<file path="config.mk">
export PLATFORM = sky130hd
export DESIGN_NAME = fifo_vertex_cache_miss_counter
export DESIGN_NICKNAME = d
export VERILOG_FILES = /design/src/fvcmc_pkg.sv /design/src/fvcmc_cell.sv /design/src/fvcmc_out_skid.sv /design/src/fifo_vertex_cache_miss_counter.sv
export SDC_FILE = /design/constraint.sdc
export NUM_CORES = 1
export LEC_CHECK = 0
export BUFFER_PORTS_ARGS = -buffer_cell sky130_fd_sc_hd__buf_2
export CAP_MARGIN = 20
export CORE_MARGIN = 4
export CORE_UTILIZATION = 55
export DETAILED_ROUTE_END_ITERATION = 8
export HOLD_SLACK_MARGIN = 0.03
export PLACE_DENSITY_LB_ADDON = 0.1
export SETUP_SLACK_MARGIN = 0.15
export SLEW_MARGIN = 10
export SYNTH_ARGS = -nofsm -noshare
export SYNTH_HDL_FRONTEND = slang
export SYNTH_SLANG_ARGS = --single-unit
</file>
<file path="constraint.sdc">
create_clock -name clk -period 6.3 [get_ports clk]
set_clock_uncertainty 0.1 [all_clocks]
set_input_delay 0.315 -clock clk [delete_from_list [all_inputs] [get_ports clk]]
set_output_delay 0.315 -clock clk [all_outputs]
set_load 0.1 [all_outputs]
</file>
<file path="src/fvcmc_pkg.sv">
// ----------------------------------------------------------------------------
// fvcmc_pkg
// Shared types and constants for the FIFO vertex cache miss counter.
// ----------------------------------------------------------------------------
package fvcmc_pkg;

    localparam int MAX_ENTRIES = 32;
    localparam int VTX_W       = 16;
    localparam int CFG_W       = 6;
    localparam int CNT_W       = 32;
    localparam int PTR_W       = (MAX_ENTRIES > 1) ? $clog2(MAX_ENTRIES) : 1;
    localparam int SIZE_NEED_W = $clog2(MAX_ENTRIES + 1);
    localparam int SIZE_W      = (SIZE_NEED_W > CFG_W) ? SIZE_NEED_W : CFG_W;

    localparam logic [CFG_W-1:0]  CACHE_SIZE_RESET = CFG_W'(16);
    localparam logic [CNT_W-1:0]  CNT_MAX          = {CNT_W{1'b1}};
    localparam logic [SIZE_W-1:0] SIZE_MAX         = SIZE_W'(MAX_ENTRIES);

    typedef struct packed {
        logic [VTX_W-1:0] vertex_index;
        logic             restart;
    } in_t;

    typedef struct packed {
        logic             hit;
        logic [CNT_W-1:0] miss_total;
        logic [CNT_W-1:0] index_total;
    } out_t;

    typedef struct packed {
        logic             accept;
        logic             restart;
        logic             miss;
        logic [VTX_W-1:0] vertex;
    } cell_ctl_t;

endpackage

</file>
<file path="src/fvcmc_cell.sv">
// ----------------------------------------------------------------------------
// fvcmc_cell
// One cache entry: stored index, valid bit, compare, and hit chain link.
// ----------------------------------------------------------------------------
module fvcmc_cell
    import fvcmc_pkg::*;
(
    input  logic      clk,
    input  logic      rst_n,
    input  cell_ctl_t ctl,
    input  logic      sel,
    input  logic      active,
    input  logic      hit_in,
    output logic      hit_out
);

    logic [VTX_W-1:0] index_reg;
    logic             valid_reg;
    logic             valid_next;
    logic             write;
    logic             match;

    assign match   = valid_reg && active && !ctl.restart && (index_reg == ctl.vertex);
    assign hit_out = hit_in | match;
    assign write   = ctl.accept && ctl.miss && sel;

    always_comb
    begin
        valid_next = valid_reg;
        if (write)
        begin
            valid_next = 1'b1;
        end
        else if (ctl.accept && ctl.restart)
        begin
            valid_next = 1'b0;
        end
    end

    always_ff @(posedge clk or negedge rst_n)
    begin
        if (!rst_n)
        begin
            valid_reg <= 1'b0;
        end
        else
        begin
            valid_reg <= valid_next;
        end
    end

    always_ff @(posedge clk)
    begin
        if (write)
        begin
            index_reg <= ctl.vertex;
        end
    end

endmodule

</file>
<file path="src/fvcmc_out_skid.sv">
// ----------------------------------------------------------------------------
// fvcmc_out_skid
// Output register with one skid entry; stalls input only when both are full.
// ----------------------------------------------------------------------------
module fvcmc_out_skid
    import fvcmc_pkg::*;
(
    input  logic clk,
    input  logic rst_n,
    input  logic push,
    input  out_t din,
    output logic full,
    output logic out_valid,
    input  logic out_stall,
    output out_t out_data
);

    logic out_valid_reg;
    logic out_valid_next;
    logic skid_valid_reg;
    logic skid_valid_next;
    out_t out_data_reg;
    out_t out_data_next;
    out_t skid_data_reg;
    out_t skid_data_next;
    logic out_free;

    assign out_free  = !out_valid_reg || !out_stall;
    assign full      = skid_valid_reg;
    assign out_valid = out_valid_reg;
    assign out_data  = out_data_reg;

    always_comb
    begin
        out_valid_next  = out_valid_reg;
        out_data_next   = out_data_reg;
        skid_valid_next = skid_valid_reg;
        skid_data_next  = skid_data_reg;
        if (out_free)
        begin
            out_valid_next  = skid_valid_reg || push;
            out_data_next   = skid_valid_reg ? skid_data_reg : din;
            skid_valid_next = 1'b0;
        end
        else if (push)
        begin
            skid_valid_next = 1'b1;
            skid_data_next  = din;
        end
    end

    always_ff @(posedge clk or negedge rst_n)
    begin
        if (!rst_n)
        begin
            out_valid_reg  <= 1'b0;
            skid_valid_reg <= 1'b0;
        end
        else
        begin
            out_valid_reg  <= out_valid_next;
            skid_valid_reg <= skid_valid_next;
        end
    end

    always_ff @(posedge clk)
    begin
        out_data_reg  <= out_data_next;
        skid_data_reg <= skid_data_next;
    end

endmodule

</file>
<file path="src/fifo_vertex_cache_miss_counter.sv">
// ----------------------------------------------------------------------------
// fifo_vertex_cache_miss_counter
// FIFO post-transform vertex cache with saturating miss and index counters.
// ----------------------------------------------------------------------------
// Output: the result of each input transfer is registered in fvcmc_out_skid.
// Throughput: one index per cycle while in_stall is low; all cells compare
//   in parallel in the accepting cycle; a skid entry takes one result while output stalls.
// Reset: valid bits, insert pointer and counters clear at once; cache_size
//   returns to 16. No clearing pass.
// ----------------------------------------------------------------------------
module fifo_vertex_cache_miss_counter
    import fvcmc_pkg::*;
(
    input  logic             clk,
    input  logic             rst_n,
    input  logic             cfg_wr_en,
    input  logic [CFG_W-1:0] cfg_wr_data,
    input  logic             in_valid,
    output logic             in_stall,
    input  in_t              in_data,
    output logic             out_valid,
    input  logic             out_stall,
    output out_t             out_data
);

    logic [CFG_W-1:0]  cache_size_reg;
    logic [SIZE_W-1:0] size_ext;
    logic [SIZE_W-1:0] eff_size;
    logic [PTR_W-1:0]  ptr_reg;
    logic [PTR_W-1:0]  ptr_next;
    logic [PTR_W-1:0]  ptr_eff;
    logic [SIZE_W-1:0] ptr_inc;
    logic [CNT_W-1:0]  miss_count_reg;
    logic [CNT_W-1:0]  miss_count_next;
    logic [CNT_W-1:0]  index_count_reg;
    logic [CNT_W-1:0]  index_count_next;
    logic [CNT_W-1:0]  miss_base;
    logic [CNT_W-1:0]  index_base;
    logic              in_acc;
    logic              hit;
    logic [MAX_ENTRIES:0]   hit_chain;
    logic [MAX_ENTRIES-1:0] sel;
    logic [MAX_ENTRIES-1:0] active;
    cell_ctl_t         ctl;
    out_t              result;

    assign in_acc = in_valid && !in_stall;

    assign size_ext = SIZE_W'(cache_size_reg);

    always_comb
    begin
        eff_size = size_ext;
        if (size_ext == '0)
        begin
            eff_size = SIZE_W'(1);
        end
        else if (size_ext > SIZE_MAX)
        begin
            eff_size = SIZE_MAX;
        end
    end

    assign ptr_eff = (in_data.restart || (SIZE_W'(ptr_reg) >= eff_size)) ? '0 : ptr_reg;
    assign ptr_inc = SIZE_W'(ptr_eff) + SIZE_W'(1);

    assign ctl.accept  = in_acc;
    assign ctl.restart = in_data.restart;
    assign ctl.miss    = !hit;
    assign ctl.vertex  = in_data.vertex_index;

    assign hit_chain[0] = 1'b0;
    assign hit          = hit_chain[MAX_ENTRIES];

    genvar gi;
    generate
        for (gi = 0; gi < MAX_ENTRIES; gi++)
        begin : g_cell
            assign sel[gi]    = (ptr_eff == PTR_W'(gi));
            assign active[gi] = (SIZE_W'(gi) < eff_size);
            fvcmc_cell u_cell (
                .clk     (clk),
                .rst_n   (rst_n),
                .ctl     (ctl),
                .sel     (sel[gi]),
                .active  (active[gi]),
                .hit_in  (hit_chain[gi]),
                .hit_out (hit_chain[gi+1])
            );
        end
    endgenerate

    always_comb
    begin
        miss_base  = in_data.restart ? '0 : miss_count_reg;
        index_base = in_data.restart ? '0 : index_count_reg;
        miss_count_next  = miss_base;
        index_count_next = (index_base == CNT_MAX) ? index_base : index_base + CNT_W'(1);
        ptr_next = in_data.restart ? '0 : ptr_reg;
        if (!hit)
        begin
            miss_count_next = (miss_base == CNT_MAX) ? miss_base : miss_base + CNT_W'(1);
            ptr_next = (ptr_inc >= eff_size) ? '0 : ptr_inc[PTR_W-1:0];
        end
    end

    assign result.hit         = hit;
    assign result.miss_total  = miss_count_next;
    assign result.index_total = index_count_next;

    always_ff @(posedge clk or negedge rst_n)
    begin
        if (!rst_n)
        begin
            cache_size_reg  <= CACHE_SIZE_RESET;
            ptr_reg         <= '0;
            miss_count_reg  <= '0;
            index_count_reg <= '0;
        end
        else
        begin
            if (cfg_wr_en)
            begin
                cache_size_reg <= cfg_wr_data;
            end
            if (in_acc)
            begin
                ptr_reg         <= ptr_next;
                miss_count_reg  <= miss_count_next;
                index_count_reg <= index_count_next;
            end
        end
    end

    fvcmc_out_skid u_out (
        .clk       (clk),
        .rst_n     (rst_n),
        .push      (in_acc),
        .din       (result),
        .full      (in_stall),
        .out_valid (out_valid),
        .out_stall (out_stall),
        .out_data  (out_data)
    );

    a_stall_needs_output: assert property (@(posedge clk) disable iff (!rst_n)
        in_stall |-> out_valid)
        else $error("input stalled with empty output register");

    a_restart_counts: assert property (@(posedge clk) disable iff (!rst_n)
        in_acc && in_data.restart |=> miss_count_reg == CNT_W'(1)
                                      && index_count_reg == CNT_W'(1))
        else $error("counters wrong after restart");

    a_hit_keeps_state: assert property (@(posedge clk) disable iff (!rst_n)
        in_acc && hit |=> $stable(miss_count_reg) && $stable(ptr_reg))
        else $error("hit changed miss count or insert pointer");

endmodule

</file>
==> impl_metrics.toml, run 1 <==
[status]
status = "complete, no violations"

[placed_design]
port_buffers = 94
gp_congestion = 0.904
place_hpwl_mm = 54.6

[worst_setup_path]
cp.required_ps = 6730
cp-end-kind = "register"
crit_path_max_incr_delay_ps = 750
crit_chain = "clkinv_1, nand2_1, ha_1, a21o_1, a21o_1, a21o_1, a21o_1, a21oi_1, nand2_1, inv_1, ha_1, and4_1, ha_1, ha_1, o21ai_0, nand2b_1, a21oi_1, nand3_1, o21ai_0"
crit_buf_inv = 2
worst-path-max-fanout = 22
worst_ep_arrival_time_ps = 5910
startpoint_type = "register"
worstSetupPathType = "register to register"
crit_family = "compound AO/OA/AOI/OAI gates"
slowest_stage = "dfrtp_1"

[die]
dieArea_sq_mm = 0.0687
row_count = 92
coreArea_sq_mm = 0.0635
die_w_um = 262
start_util_pct = 55.9
pin_count = 95
die_h_um = 262

[timing]
final-setup-viol-count = 0
post-route-min-period_ps = 5480
rsz0062_at_grt = "false"
timing.final.crit_share_pct = 87.0
whs_ps = 99.5
slew_violations = 0
hold_violations = 0
worst_pin_slew_ps = 986
relSlewSlack_pct = 34.3
tns_ps = 0
max_freq_mhz = 183

[detailed_routing]
ant_nets = 0
met1_length_mm = 37.9
vias = 22847
first_pass_iters = 6
routedWlPerCell_um = 22.8
via_per_inst = 5.98
routed.top_layer = "met4"
met3WireLength_mm = 4.47
wirelength_mm = 87.0
drcViolationCount = 0
wl_met2_mm = 42.4
drt-initial-drc-count = 2016

[run]
drv_cap = 0

[clock_tree]
cts_resized = 0
cts_buffer_depth = 3
cts_root_buf = "clkbuf_16"
cts_setup_buffers = 0
clock-sinks = 751
htreeDepth = 3
numCtsBuffers = 80
cts.hold.buffers_added = 14
clk_pin_slew_worst_paths_ps = 60
clk_latency_ps = 620
cts_tree = "done"

[yosys]
avgSynthCellArea_sq_um = 12.7
ys_warn_count = 0
synth_edf_count = 642
yosysMostFrequentCell = "edfxtp_1"
syn_area_sq_mm = 0.0355
synthTopCellsByCount = "642 x edfxtp_1, 332 x xor2_1, 235 x nand2_1, 222 x xnor2_1, 132 x nor4_1"
synth_top_area_share_pct = 54.3
netlist_instances = 2794
ys_top_cells_by_area = "edfxtp_1 54%, xor2_1 8.2%, dfrtp_1 7.6%"
yosysSeqAreaShare_pct = 62.0
yosysTopAreaCell = "edfxtp_1"
synth-seq-cells = 751
synth_fp_nets = 2841
synth.distinct_cells = 83
synthFlopType = "edfxtp_1"
async_reset_ff_share_pct = 14.5

[global_route]
grt_overflow = 0
gr-usage-all-layers_pct = 25.2
grt_max_degree = 75
grt_pass1_wl_mm = 134
antenna_found_initial = 1
grt_pass1_vias = 22426

[power_and_ir_drop]
swShare_pct = 25.6
p_leak_uw = 0.0137
p_sw_uw = 3020
clock_power_share_pct = 40.7
internal_power_uw = 8760
p_seq_share_pct = 48.0
irDropWorstVdd_mv = 0.279
combPwrFrac_pct = 11.3
p_per_area_mw_per_mm2 = 295

[hold_path]
worstHoldPathType = "primary input to register"

[finish]
largest_reg_flops = 512
area_delta_synth_final_pct = 12.2
final_net_count = 2954
nFillCells = 4942
drive_above_1_share_pct = 12.2
==> final timing paths <==
path	start	endpoint	slack, ps	depth (start not counted)
max	cache_size_reg[5]$_DFFE_PN0P_	ptr_reg[3]$_DFFE_PN0P_	820	19
min	in_data[16]	g_cell[0].u_cell.index_reg[15]$_DFFE_PP_	100	1
max reg2reg	cache_size_reg[5]$_DFFE_PN0P_	ptr_reg[3]$_DFFE_PN0P_	820	19
min reg2reg	g_cell[16].u_cell.valid_reg$_DFFE_PN0P_	g_cell[16].u_cell.valid_reg$_DFFE_PN0P_	380	2
max in group asynchronous	rst_n	u_out.full$_DFFE_PN0P_	4360	3
min in group asynchronous	rst_n	index_count_reg[26]$_DFFE_PN0P_	230	2
==> routing by layer <==
metal  up-vias  track usage, %
met5         -               0
met4         0            6.90
met3       142            3.39
met2       728            42.5
met1     11381            34.7
li1      10596               -
==> per-stage QoR <==
| step | instance area (sq um) | std cells | setup slack, ps | power (uW) | util, % |
|---|---|---|---|---|---|
| 6_report | 39900 | 3820 | 821 | 11800 | 62.7 |
| 5_1_grt | 39900 | 3818 | 307 | 12200 | 62.7 |
| 3_5_place_dp | 37000 | 3657 | 929 | 7070 | 58.3 |
| 4_1_cts | 39900 | 3818 | 872 | 11900 | 62.7 |
| 3_3_place_gp | 37000 | 3657 | 990 | 7060 | 58.3 |
| 2_1_floorplan | 35500 | 2794 | 860 | 6690 | - |
==> power groups by stage <==
stage	logic [uW]	registers [uW]	clock network (uW)
2_1_floorplan	604	6090	0
3_3_place_gp	1320	5750	0
3_5_place_dp	1320	5750	0
4_1_cts	1340	5650	4860
5_1_grt	1430	5660	5080
6_report	1330	5650	4790
==> area by class of cell <==
cell class              instances  area (sq um)  share of cell area [%]
diodes                          2          5.00                  0.0126
clock buffers                 104          2230                    5.58
clock inverters                43           453                    1.14
inverters                      35           131                   0.330
multi-input cells            1855         12600                    31.6
flip-flops and latches        751         22000                    55.2
well taps                     846          1060                    2.66
repair buffers                184          1380                    3.45
==> layout by cell type (no fill, tap or decap), types with 11 or more instances in the layout <==
cell type / instances
edfxtp_1: 642
xor2_1: 332
nand2_1: 233
xnor2_1: 222
nor4_1: 132
nor2_1: 129
nand4_1: 108
dfrtp_1: 107
o21ai_0: 90
nand3_1: 84
clkbuf_16: 83
buf_4: 82
buf_2: 76
nor3_1: 61
nor2b_1: 37
inv_1: 34
or3_1: 29
or4_1: 26
mux2_2: 22
o31ai_1: 20
nand2b_1: 20
a21oi_1: 19
ha_1: 19
or2_2: 18
clkinv_2: 16
and3_1: 14
o211ai_1: 14
clkbuf_1: 14
dlygate4sd3_1: 14
and2_1: 13
nor4b_1: 12
buf_12: 12
and4_1: 11
clkinv_1: 11
a31oi_1: 11
o22ai_1: 11
==> logic make-up after synthesis <==
family	count (synthesis)	share of synthesized area, %
DFF	751	62.0
and+or+nand+nor	992	15.1
muxes	32	0.979
buffers and inverters	188	2.70
xor gates and xnor gates	554	13.7
adders and majority gates	19	0.669
AOI/OAI and AO/OA	258	4.94
(Power assumes the default switching activity.)
==> inputs of run 2 (changes only) <==
--- a/config.mk
+++ b/config.mk
@@ -9,6 +9,7 @@
 export CAP_MARGIN = 20
 export CORE_MARGIN = 4
 export CORE_UTILIZATION = 55
+export CTS_CLUSTER_SIZE = 30
 export DETAILED_ROUTE_END_ITERATION = 8
 export HOLD_SLACK_MARGIN = 0.03
 export PLACE_DENSITY_LB_ADDON = 0.1
==> constraint.sdc (replaced) <==
create_clock -name clk -period 6.25 [get_ports clk]
set_clock_uncertainty 0.1 [all_clocks]
set_input_delay 1.25 -clock clk [delete_from_list [all_inputs] [get_ports clk]]
set_output_delay 1.25 -clock clk [all_outputs]
set_load 0.1 [all_outputs]
==> run 2 against run 1 <==
Compared with the run above:
- register-to-register slack better by 70 ps
- non-clock buffer count is 16 higher
- design area is 0.18% higher
- fmax is 2.2% higher
- global-route usage is 0.66 points higher
- power is 1.6% higher
- wire length is 2.1% higher
- sequential share of layout area is 0.10 points lower
- core utilization is 0.11 points higher
- die area stayed put
- sequential power is 0.9% higher
- largest power group unchanged
==> impl_metrics.toml, run 2 (synthesized netlist as in run 1, its figures left out) <==
[timing]
tns_ps = 0
final-setup-viol-count = 0
hold_violations = 0
worst_pin_slew_ps = 1070
relSlewSlack_pct = 28.8
max_freq_mhz = 187
post-route-min-period_ps = 5360
timing.final.crit_share_pct = 85.8
rsz0062_at_grt = "false"
slew_violations = 0

[clock_tree]
cts_resized = 0
numCtsBuffers = 81
clock-sinks = 751
cts_root_buf = "clkbuf_16"
cts_setup_buffers = 0
cts.hold.buffers_added = 0
clk_latency_ps = 630
htreeDepth = 3
cts_buffer_depth = 3
clk_pin_slew_worst_paths_ps = 60
cts_tree = "done"

[placed_design]
place_hpwl_mm = 57.8
port_buffers = 94
gp_congestion = 0.902

[hold_path]
worstHoldPathType = "register to register"

[finish]
antenna_cells = 0
fin_util_pct = 62.8
final_net_count = 2971
area_delta_synth_final_pct = 12.4
drive_above_1_share_pct = 13.0
final_cell_mix = "642 x edfxtp_1, 332 x xor2_1, 233 x nand2_1"
largest_reg_flops = 512
final_common_cell = "edfxtp_1"

[detailed_routing]
drt-initial-drc-count = 1919
drcViolationCount = 0
met3WireLength_mm = 5.19
met1_length_mm = 37.8
wl_met2_mm = 42.7
first_pass_iters = 6
wirelength_mm = 88.8
via_per_inst = 6.06
ant_nets = 0
routed.top_layer = "met5"
vias = 23256
routedWlPerCell_um = 23.2

[global_route]
grt_max_degree = 73
grt_pass1_wl_mm = 137
grt_pass1_vias = 23350
gr-usage-all-layers_pct = 25.9
grt_overflow = 0
antenna_found_initial = 2

[worst_setup_path]
cp.required_ps = 6460
startpoint_type = "register"
crit_top_cell = "buf_4"
crit_family = "simple AND/OR/NAND/NOR gates"
crit_chain = "or4b_2, nor3b_1, or3_1, o22ai_1, o21ai_0, and4_1, and3_1, buf_4, nand3_1, nor2_1, buf_4"
worst_ep_arrival_time_ps = 5570
reg2reg_setup_slack_ps = 890
crit_path_max_incr_delay_ps = 820
worst-path-max-fanout = 22
cp-end-kind = "register"
worstSetupPathType = "register to register"
crit_buf_inv = 2
slowest_stage = "dfstp_2"

[status]
status = "complete, no violations"

[die]
coreArea_sq_mm = 0.0635
pin_count = 95
row_count = 92
die_w_um = 262
die_h_um = 262
dieArea_sq_mm = 0.0687
start_util_pct = 55.9

[power_and_ir_drop]
irDropWorstVdd_mv = 0.257
p_seq_share_pct = 47.6
combPwrFrac_pct = 11.3
p_sw_uw = 3060
swShare_pct = 25.5
p_per_area_mw_per_mm2 = 300
p_leak_uw = 0.0138
internal_power_uw = 8910
clock_power_share_pct = 41.1

[run]
drv_cap = 0
run 2: cell types whose count changed in the layout (fill, tap and decap cells not counted), moves of 2 or more:
cell | previous run | this run
dlygate4sd3_1 | 14 | 0
clkbuf_16 | 83 | 85
clkinvlp_4 | 4 | 1
clkbuf_8 | 7 | 3
buf_12 | 12 | 7
clkinv_1 | 11 | 18
diode_2 | 2 | 0
bufinv_16 | 9 | 11
clkinv_2 | 16 | 14
buf_4 | 82 | 116
run 2: cell type report:
class,count,area [sq um]
clock buffer,102,2220
clock inverter,47,507
fill,4907,23600
inverter,35,131
multi-input combinational,1855,12600
sequential,751,22000
tap,846,1060
timing repair buffer,200,1400
run 2: final timing paths:
path	from	cells after the start	end
setup / recovery	cache_size_reg[4]$_DFFE_PN1P_	11	g_cell[25].u_cell.index_reg[8]$_DFFE_PP_
min in group asynchronous	rst_n	1	index_count_reg[20]$_DFFE_PN0P_
hold reg to reg	g_cell[19].u_cell.valid_reg$_DFFE_PN0P_	2	g_cell[19].u_cell.valid_reg$_DFFE_PN0P_
max in group asynchronous	rst_n	2	ptr_reg[3]$_DFFE_PN0P_
hold / removal	g_cell[19].u_cell.valid_reg$_DFFE_PN0P_	2	g_cell[19].u_cell.valid_reg$_DFFE_PN0P_
setup reg to reg	cache_size_reg[4]$_DFFE_PN1P_	11	g_cell[25].u_cell.index_reg[8]$_DFFE_PP_
run 2: power by group through the flow:
stage	registers [uW]	logic (uW)	clock network, uW
2_1_floorplan	6140	609	0
3_3_place_gp	5800	1330	0
3_5_place_dp	5800	1350	0
4_1_cts	5700	1360	4990
5_1_grt	5710	1440	5210
6_report	5700	1350	4920
run 2: worst min-delay path, stage by stage, from the launching register on:
cell and delay [ps]:
dfrtp_1 330, nand2_1 50, o21ai_0 60
run 2: metrics by stage:
| stage | setup WS (ps) | hold WS [ps] | std cells | total power (uW) | cell area [sq um] |
|---|---|---|---|---|---|
| floorplan | 747 | 342 | 2794 | 6740 | 35500 |
| global placement | 661 | 360 | 3685 | 7130 | 37200 |
| detailed placement | 759 | 368 | 3687 | 7150 | 37200 |
| CTS | 952 | 382 | 3836 | 12000 | 39900 |
| global route | 801 | 431 | 3836 | 12400 | 39900 |
| finish | 891 | 384 | 3836 | 12000 | 39900 |
run 2: routing by layer:
| metal | global-route usage [%] | vias to the layer above |
|---|---|---|
| li1 | - | 10589 |
| met1 | 35.7 | 11574 |
| met2 | 42.4 | 871 |
| met3 | 3.69 | 220 |
| met4 | 9.03 | 2 |
| met5 | 0 | - |
